File: src/hdl/bcp_pkg.sv
// Package: shared widths, constants, codes and types of the cascade PID block.
package bcp_pkg;

  // Default target limits
  localparam int SPEED_TARGET_MAX_DEF = 12;
  localparam int TURN_TARGET_MAX_DEF  = 150;
  localparam int TURN_STEP            = 30;
  localparam int INTEG_LIMIT          = 20000;

  // Field widths
  localparam int ENC_W      = 16;
  localparam int ANG_W      = 16;
  localparam int GAIN_W     = 32;
  localparam int MED_W      = 16;
  localparam int LIM_W      = 15;
  localparam int MOT_W      = 16;
  localparam int CFG_IDX_W  = 3;
  localparam int CFG_DATA_W = 32;

  // Datapath widths
  localparam int ERR_W   = 18;
  localparam int NUM_W   = 22;
  localparam int FILT_W  = 18;
  localparam int INTEG_W = 16;
  localparam int ISUM_W  = 19;
  localparam int VSUM_W  = 27;
  localparam int MUL_W   = 33;
  localparam int PROD_W  = 66;
  localparam int VX_W    = 29;
  localparam int VEL_W   = 26;
  localparam int DSUM_W  = 36;
  localparam int DIFF_W  = 32;
  localparam int BAL_W   = 42;
  localparam int TURN_W  = 34;
  localparam int OSUM_W  = 43;

  // Reciprocal constants: x/10 and x/25 as multiply and shift
  localparam int DIV10_MUL  = 1677722;
  localparam int DIV10_SH   = 24;
  localparam int DIV25_MUL  = 343597384;
  localparam int DIV25_SH   = 33;
  // Speed loop scaling 200*65536 = 25 * 2^19
  localparam int VEL_PRE_SH = 19;
  localparam int BAL_SH     = 24;
  localparam int TURN_SH    = 16;
  localparam int KD_SH      = 8;

  // Configuration register indexes
  localparam logic [CFG_IDX_W-1:0] CFG_VERTICAL_KP  = 3'd0;
  localparam logic [CFG_IDX_W-1:0] CFG_VERTICAL_KD  = 3'd1;
  localparam logic [CFG_IDX_W-1:0] CFG_VELOCITY_KP  = 3'd2;
  localparam logic [CFG_IDX_W-1:0] CFG_TURN_KP      = 3'd3;
  localparam logic [CFG_IDX_W-1:0] CFG_TURN_KD_HOLD = 3'd4;
  localparam logic [CFG_IDX_W-1:0] CFG_MED_ANGLE    = 3'd5;
  localparam logic [CFG_IDX_W-1:0] CFG_MOTOR_LIMIT  = 3'd6;

  // Configuration reset values
  localparam logic signed [GAIN_W-1:0] RST_VERTICAL_KP  = -32'sd7864320;
  localparam logic signed [GAIN_W-1:0] RST_VERTICAL_KD  = -32'sd49152;
  localparam logic signed [GAIN_W-1:0] RST_VELOCITY_KP  = -32'sd72090;
  localparam logic signed [GAIN_W-1:0] RST_TURN_KP      = 32'sd655360;
  localparam logic signed [GAIN_W-1:0] RST_TURN_KD_HOLD = 32'sd39322;
  localparam logic signed [MED_W-1:0]  RST_MED_ANGLE    = 16'sd768;
  localparam logic [LIM_W-1:0]         RST_MOTOR_LIMIT  = 15'd7200;

  // Datapath step codes
  localparam int OP_W = 5;
  localparam logic [OP_W-1:0] OP_LOAD   = 5'd0;
  localparam logic [OP_W-1:0] OP_NUM    = 5'd1;
  localparam logic [OP_W-1:0] OP_MDIV10 = 5'd2;
  localparam logic [OP_W-1:0] OP_FILT   = 5'd3;
  localparam logic [OP_W-1:0] OP_INTEG  = 5'd4;
  localparam logic [OP_W-1:0] OP_VSUM   = 5'd5;
  localparam logic [OP_W-1:0] OP_MVEL   = 5'd6;
  localparam logic [OP_W-1:0] OP_VABS   = 5'd7;
  localparam logic [OP_W-1:0] OP_MDIV25 = 5'd8;
  localparam logic [OP_W-1:0] OP_VEL    = 5'd9;
  localparam logic [OP_W-1:0] OP_DIFF   = 5'd10;
  localparam logic [OP_W-1:0] OP_MBAL1  = 5'd11;
  localparam logic [OP_W-1:0] OP_MBAL2  = 5'd12;
  localparam logic [OP_W-1:0] OP_MACC   = 5'd13;
  localparam logic [OP_W-1:0] OP_BALR   = 5'd14;
  localparam logic [OP_W-1:0] OP_TSUM   = 5'd15;
  localparam logic [OP_W-1:0] OP_TURN   = 5'd16;
  localparam logic [OP_W-1:0] OP_OUT    = 5'd17;

  typedef struct packed {
    logic signed [ENC_W-1:0] encoder_left;
    logic signed [ENC_W-1:0] encoder_right;
    logic signed [ANG_W-1:0] roll_angle;
    logic signed [ENC_W-1:0] gyro_x;
    logic signed [ENC_W-1:0] gyro_z;
    logic                    fore_cmd;
    logic                    back_cmd;
    logic                    left_cmd;
    logic                    right_cmd;
    logic                    obstacle_near;
    logic                    clear_integral;
  } bcp_in_t;

  typedef struct packed {
    logic signed [MOT_W-1:0] motor_left;
    logic signed [MOT_W-1:0] motor_right;
  } bcp_out_t;

  typedef struct packed {
    logic            step_en;
    logic [OP_W-1:0] op;
  } bcp_cmd_t;

endpackage

File: src/hdl/bcp_ctrl.sv
// Controller: step sequencer, input acceptance and result valid register.
module bcp_ctrl import bcp_pkg::*; (
  input  logic     clk,
  input  logic     rst_n,
  input  logic     in_valid,
  output logic     in_ready,
  output logic     out_valid,
  input  logic     out_ready,
  output bcp_cmd_t cmd
);

  localparam int SW = 5;
  localparam logic [SW-1:0] S_IDLE   = 5'd0;
  localparam logic [SW-1:0] S_NUM    = 5'd1;
  localparam logic [SW-1:0] S_MDIV10 = 5'd2;
  localparam logic [SW-1:0] S_FILT   = 5'd3;
  localparam logic [SW-1:0] S_INTEG  = 5'd4;
  localparam logic [SW-1:0] S_VSUM   = 5'd5;
  localparam logic [SW-1:0] S_MVEL   = 5'd6;
  localparam logic [SW-1:0] S_VABS   = 5'd7;
  localparam logic [SW-1:0] S_MDIV25 = 5'd8;
  localparam logic [SW-1:0] S_VEL    = 5'd9;
  localparam logic [SW-1:0] S_DIFF   = 5'd10;
  localparam logic [SW-1:0] S_MBAL1  = 5'd11;
  localparam logic [SW-1:0] S_MBAL2  = 5'd12;
  localparam logic [SW-1:0] S_MACC   = 5'd13;
  localparam logic [SW-1:0] S_BALR   = 5'd14;
  localparam logic [SW-1:0] S_TSUM   = 5'd15;
  localparam logic [SW-1:0] S_TURN   = 5'd16;
  localparam logic [SW-1:0] S_OUT    = 5'd17;

  logic [SW-1:0] state_r, state_nxt;
  logic          out_valid_r, out_valid_nxt;
  logic          out_stall;

  assign out_stall = out_valid_r & ~out_ready;
  assign in_ready  = (state_r == S_IDLE);
  assign out_valid = out_valid_r;

  // Sequence the datapath steps
  always_comb begin
    state_nxt   = state_r;
    cmd.step_en = (state_r != S_IDLE) && (state_r != S_OUT);
    cmd.op      = OP_LOAD;
    case (state_r)
      S_IDLE: begin
        if (in_valid) begin
          cmd.step_en = 1'b1;
          state_nxt   = S_NUM;
        end
      end
      S_NUM:    begin cmd.op = OP_NUM;    state_nxt = S_MDIV10; end
      S_MDIV10: begin cmd.op = OP_MDIV10; state_nxt = S_FILT;   end
      S_FILT:   begin cmd.op = OP_FILT;   state_nxt = S_INTEG;  end
      S_INTEG:  begin cmd.op = OP_INTEG;  state_nxt = S_VSUM;   end
      S_VSUM:   begin cmd.op = OP_VSUM;   state_nxt = S_MVEL;   end
      S_MVEL:   begin cmd.op = OP_MVEL;   state_nxt = S_VABS;   end
      S_VABS:   begin cmd.op = OP_VABS;   state_nxt = S_MDIV25; end
      S_MDIV25: begin cmd.op = OP_MDIV25; state_nxt = S_VEL;    end
      S_VEL:    begin cmd.op = OP_VEL;    state_nxt = S_DIFF;   end
      S_DIFF:   begin cmd.op = OP_DIFF;   state_nxt = S_MBAL1;  end
      S_MBAL1:  begin cmd.op = OP_MBAL1;  state_nxt = S_MBAL2;  end
      S_MBAL2:  begin cmd.op = OP_MBAL2;  state_nxt = S_MACC;   end
      S_MACC:   begin cmd.op = OP_MACC;   state_nxt = S_BALR;   end
      S_BALR:   begin cmd.op = OP_BALR;   state_nxt = S_TSUM;   end
      S_TSUM:   begin cmd.op = OP_TSUM;   state_nxt = S_TURN;   end
      S_TURN:   begin cmd.op = OP_TURN;   state_nxt = S_OUT;    end
      S_OUT: begin
        cmd.op = OP_OUT;
        // hold here while the previous result is still waiting
        if (!out_stall) begin
          cmd.step_en = 1'b1;
          state_nxt   = S_IDLE;
        end
      end
      default: begin
        cmd.step_en = 1'b0;
        state_nxt   = S_IDLE;
      end
    endcase
  end

  // Result valid: set on load, drop when taken
  always_comb begin
    if (state_r == S_OUT && !out_stall) out_valid_nxt = 1'b1;
    else if (out_ready) out_valid_nxt = 1'b0;
    else out_valid_nxt = out_valid_r;
  end

  always_ff @(posedge clk) begin
    if (!rst_n) begin
      state_r     <= S_IDLE;
      out_valid_r <= 1'b0;
    end else begin
      state_r     <= state_nxt;
      out_valid_r <= out_valid_nxt;
    end
  end

`ifndef SYNTH
  a_accept_starts: assert property (@(posedge clk) disable iff (!rst_n)
    (in_valid && in_ready) |=> (state_r == S_NUM))
    else $error("accepted transaction did not start the step sequence");

  a_result_loaded: assert property (@(posedge clk) disable iff (!rst_n)
    (state_r == S_OUT && !out_stall) |=> (out_valid_r && state_r == S_IDLE))
    else $error("final step did not present a result");

  a_stall_holds: assert property (@(posedge clk) disable iff (!rst_n)
    (state_r == S_OUT && out_stall) |=> (state_r == S_OUT && out_valid_r))
    else $error("sequencer left final step while result was pending");

  a_steps_advance: assert property (@(posedge clk) disable iff (!rst_n)
    (state_r != S_IDLE && state_r != S_OUT) |=> (state_r != $past(state_r)))
    else $error("sequencer stalled in a middle step");
`endif

endmodule
File: config.mk
export PLATFORM = sky130hd
export DESIGN_NAME = bcp_ctrl
export DESIGN_NICKNAME = d
export VERILOG_FILES = /design/src/hdl/bcp_pkg.sv /design/src/hdl/bcp_ctrl.sv
export SDC_FILE = /design/constraint.sdc
export NUM_CORES = 1
export LEC_CHECK = 0
export BUFFER_PORTS_ARGS = -buffer_cell sky130_fd_sc_hd__buf_2
export CAP_MARGIN = 20
export CORE_AREA = 3 3 40 42
export DETAILED_ROUTE_END_ITERATION = 10
export DIE_AREA = 0 0 43 45
export HOLD_SLACK_MARGIN = 0.08
export PLACE_DENSITY = 0.54
export SYNTH_ARGS = -nofsm -noshare
export SYNTH_HDL_FRONTEND = slang
export SYNTH_SLANG_ARGS = --single-unit
File: constraint.sdc
create_clock -name clk -period 1.2 [get_ports clk]
set_input_delay 0.06 -clock clk [delete_from_list [all_inputs] [get_ports clk]]
set_output_delay 0.06 -clock clk [all_outputs]
set_load 0.05 [all_outputs]
==> parameters.txt <==
Parameter                              Value

Yosys
  Share of the synthesized area in compound gates (AO/OA/AOI/OAI)    11.9%
  Number of distinct library cells after synthesis    22
  Warning count from the yosys run    0
  Synth Area per Inst    between 8 and 9 µm²
  Post-Synth Adder-Cell Area    0%
  Register bit count reported by yosys    6
  XOR/XNOR Fraction of Synth Area    8.08%
  Multiplexer fraction of the synthesized cell area    0%
  Cells after synthesis    40
  Simple-gate portion of the synthesized area    38.5%
  Post-synthesis cell area    325 µm²
  Largest family of logic cells by synthesized area    simple AND/OR/NAND/NOR gates
  Portion of the post-synthesis area used by sequential elements    36.9%
  Total nets after synthesis    44

Setup path
  Reg2reg start    state_r[3]
  Worst-path fanout max    5
  Required time worst endpoint    1.14 ns
  Crit Reg-Reg Endpoint    state_r[0]
  Type of the setup path with the least slack    flop to output port
  FF-to-FF setup slack    -0.14 ns
  Count of cells along the worst register-to-register path    5
  Data arrival at the endpoint of the critical path    1.46 ns
  Startpoint types    flop
  Kind of end point of the critical path    output port

Route
  Wire per inst    11.6 µm
  Number of violations reported at the end of detailed-routing iteration 0    2
  Antenna violation net count after detailed routing    0
  DR vias/cell    4.69
  WL final    roughly 930 µm
  Via Count    375
  Remaining design rule violation count    0
  Number of optimization iterations in the first detailed-route pass    2

Power and ir drop
  Net switching fraction of the power    36.5%
  Combinational Power Share    43.8%
  Net load switching power    0.268 mW
  Total power consumption of the routed design    0.735 mW
  Proportion of power drawn by the clock network    26.4%
  Leakage power    0.293 nW
  Power Dens Cells    1100 mW/mm²
  Peak VDD IR    0.670 mV
  Cell Int Power    0.467 mW
  Sequential power share    roughly 30%

Min path
  Worst hold endpoint    state_r[3]
  Start point of the worst min-delay path    rst_n
  Number of cells traversed by the worst hold path    3
  Worst hold-check path type    input pin to flop

Floorplan
  Number of I/O pins    12
  Vertical extent of the die    45 µm
  Standard cell core area    between 0.001 and 0.0015 mm²
  Die extent in x    between 40 and 50 µm
  Die outline area    0.00194 mm²
  Number of rows created at floorplan    13
  Starting utilization of the core area    between 20% and 30%

Place
  Cell area after placement    508 µm²
  Routability Congestion    just over 0.7
  Count of port buffers added during placement    11
  Detailed Place HPWL    roughly 620 µm
  Post-place setup slack    -0.165 ns

STA
  Final Hold Violating Endpoints    0
  Maximum clock rate    ~660 MHz
  Hold Worst Slack    0.115 ns
  Largest clock skew in the final design    0.00854 ns
  Final critical delay including setup and external delays    1.52 ns
  Final Max Slew Viols    0
  Least-Margin Pin Slew    about 0.37 ns
  Setup repair after global routing missed its margin    yes
  Slew margin rel.    approximately 75%
  Post-route fraction of the period consumed by the critical path    127%
  Final-report setup violation count    6
  Worst setup slack after layout    -0.320 ns

Flow run
  Maximum capacitance violations    0

Clocking
  Bufs on Longest Clock Path    2
  CTS tree    yes
  Skew-Pair Late Insertion Delay    around 0.25 ns
  Clk pin slew, worst setup/hold paths    0.05 ns
  Clock buffers created by TritonCTS    3
  Number of sinks on the clock net    6
  Hold bufs inserted after CTS    0
  Root Driver    clkbuf_4
  Count of H-tree levels built during CTS    1

GRT
  Global-route wire length before repair    1440 µm
  Overall fraction of global-route tracks in use    10.5%
  Pin count of the biggest net entering global routing    10
  Number of antenna violations at the first check in global routing    0
  Via count of the first global-routing pass    334
  Final global-route overflow total    0

Status
  Violated checks    negative setup slack
  Outcome    complete, but fails checks

Layout
  Area of all placed cells without fillers    668 µm²
  Fraction of final layout cells sized beyond drive strength 1    69.2%
  Area Growth Syn to Fin    105%
  Antenna Cells    0
  Total Nets Final    71
  Number of filler cells placed in the layout    122
  Core utilization of the finished layout    52.0%
## per-stage QoR
step	std cells	setup TNS, ns
floorplan	40	-0.543
global placement	72	-0.403
detailed placement	72	-0.424
CTS	77	-1.09
global route	80	-1.38
finish	80	-1.09
## cells by family (layout without fill, tap and decap cells)
logic type / after synthesis / after routing
buf+inv: 4 / 29
xor+xnor: 3 / 3
flops: 6 / 6
compound gates: 6 / 6
simple gates: 21 / 21
## placed cells by master, fill, tap and decap left out
cell type	Yosys	layout
nor2b_2	0	2
xnor2_1	1	1
o211ai_1	1	1
buf_2	0	4
nor3_1	3	1
nand2_1	1	1
nor2b_4	0	1
a21o_1	1	1
buf_8	0	2
nand2b_1	1	1
or3_4	1	1
nand3_1	1	1
a21oi_1	2	1
nor2b_1	4	1
xor2_1	2	2
buf_6	0	8
and2_4	1	2
nor3_4	0	2
dfxtp_4	0	1
inv_1	2	2
a211oi_2	0	1
nor2_1	5	4
dfxtp_1	6	1
nor4_4	0	2
nand4_1	1	1
a21oi_4	0	1
clkbuf_4	0	4
dfxtp_2	0	4
buf_4	0	9
nor2_4	0	1
a31oi_1	1	1
## critical path, cell delays in order, from the launching register on
cell	delay, ns
dfxtp_2	0.32
or3_4	0.40
a21o_1	0.20
a21oi_4	0.12
buf_6	0.17
## synthesized netlist by cell type (all sizes together)
master	instances	area (µm²)
clkbuf	2	7.51
nor2b	4	25.0
nand3	1	5.00
nor2	5	18.8
nor4	2	18.8
xnor2	1	8.76
o211ai	1	7.51
nor3	3	15.0
dfxtp	6	120
xor2	2	17.5
a31oi	1	6.26
and2	2	15.0
a21oi	2	10.0
a21o	1	7.51
inv	2	7.51
or3	1	11.3
a211oi	1	7.51
nand4	1	6.26
nand2	1	3.75
nand2b	1	6.26
## how the worst max path moves through the flow
stage                from      to  slack (ns)  cells after the start
6_report       state_r[3]  cmd[5]       -0.32                      4
5_1_grt        state_r[1]  cmd[5]       -0.37                      4
4_1_cts        state_r[1]  cmd[5]       -0.32                      4
3_5_place_dp   state_r[3]  cmd[5]       -0.16                      4
3_3_place_gp   state_r[3]  cmd[5]       -0.16                      4
2_1_floorplan  state_r[4]  cmd[1]       -0.15                      2
## area by class of cell
| cell class | count | area, µm² | area share (%) |
|---|---|---|---|
| Sequential cell | 6 | 129 | 19.3 |
| Clock buffer | 3 | 22.5 | 3.37 |
| Inverter | 2 | 7.51 | 1.12 |
| Multi-Input combinational cell | 30 | 275 | 41.2 |
| Timing Repair Buffer | 24 | 215 | 32.2 |
| Tap cell | 15 | 18.8 | 2.81 |
## power by group through the flow
stage	Clock, mW	Combinational (mW)	Sequential, mW
6_report	0.194	0.322	0.220
5_1_grt	0.217	0.339	0.222
4_1_cts	0.197	0.306	0.221
3_5_place_dp	0	0.263	0.225
3_3_place_gp	0	0.261	0.227
2_1_floorplan	0	0.187	0.225
## routing by layer
layer | up-vias | share of wire [%] | global-route usage (%)
met3 | 0 | 6.4 | 4.78
met1 | 171 | 43 | 12.4
met2 | 13 | 50 | 17.1
li1 | 191 | - | -
met5 | - | 0 | 0
met4 | 0 | 0 | 3.61
## sequential cells by signal, indices dropped and copies added, names as in the netlist
signal	count
state_r	5
out_valid	1
## what timing repair did
action | in CTS | in global routing
endpoints found under the hold margin | 0 | 0
setup buffers | 2 | 5
gates resized for setup | 17 | 13
pin swaps | 5 | 2
endpoints found under the setup margin | 8 | 9
(Power assumes the default switching activity.)
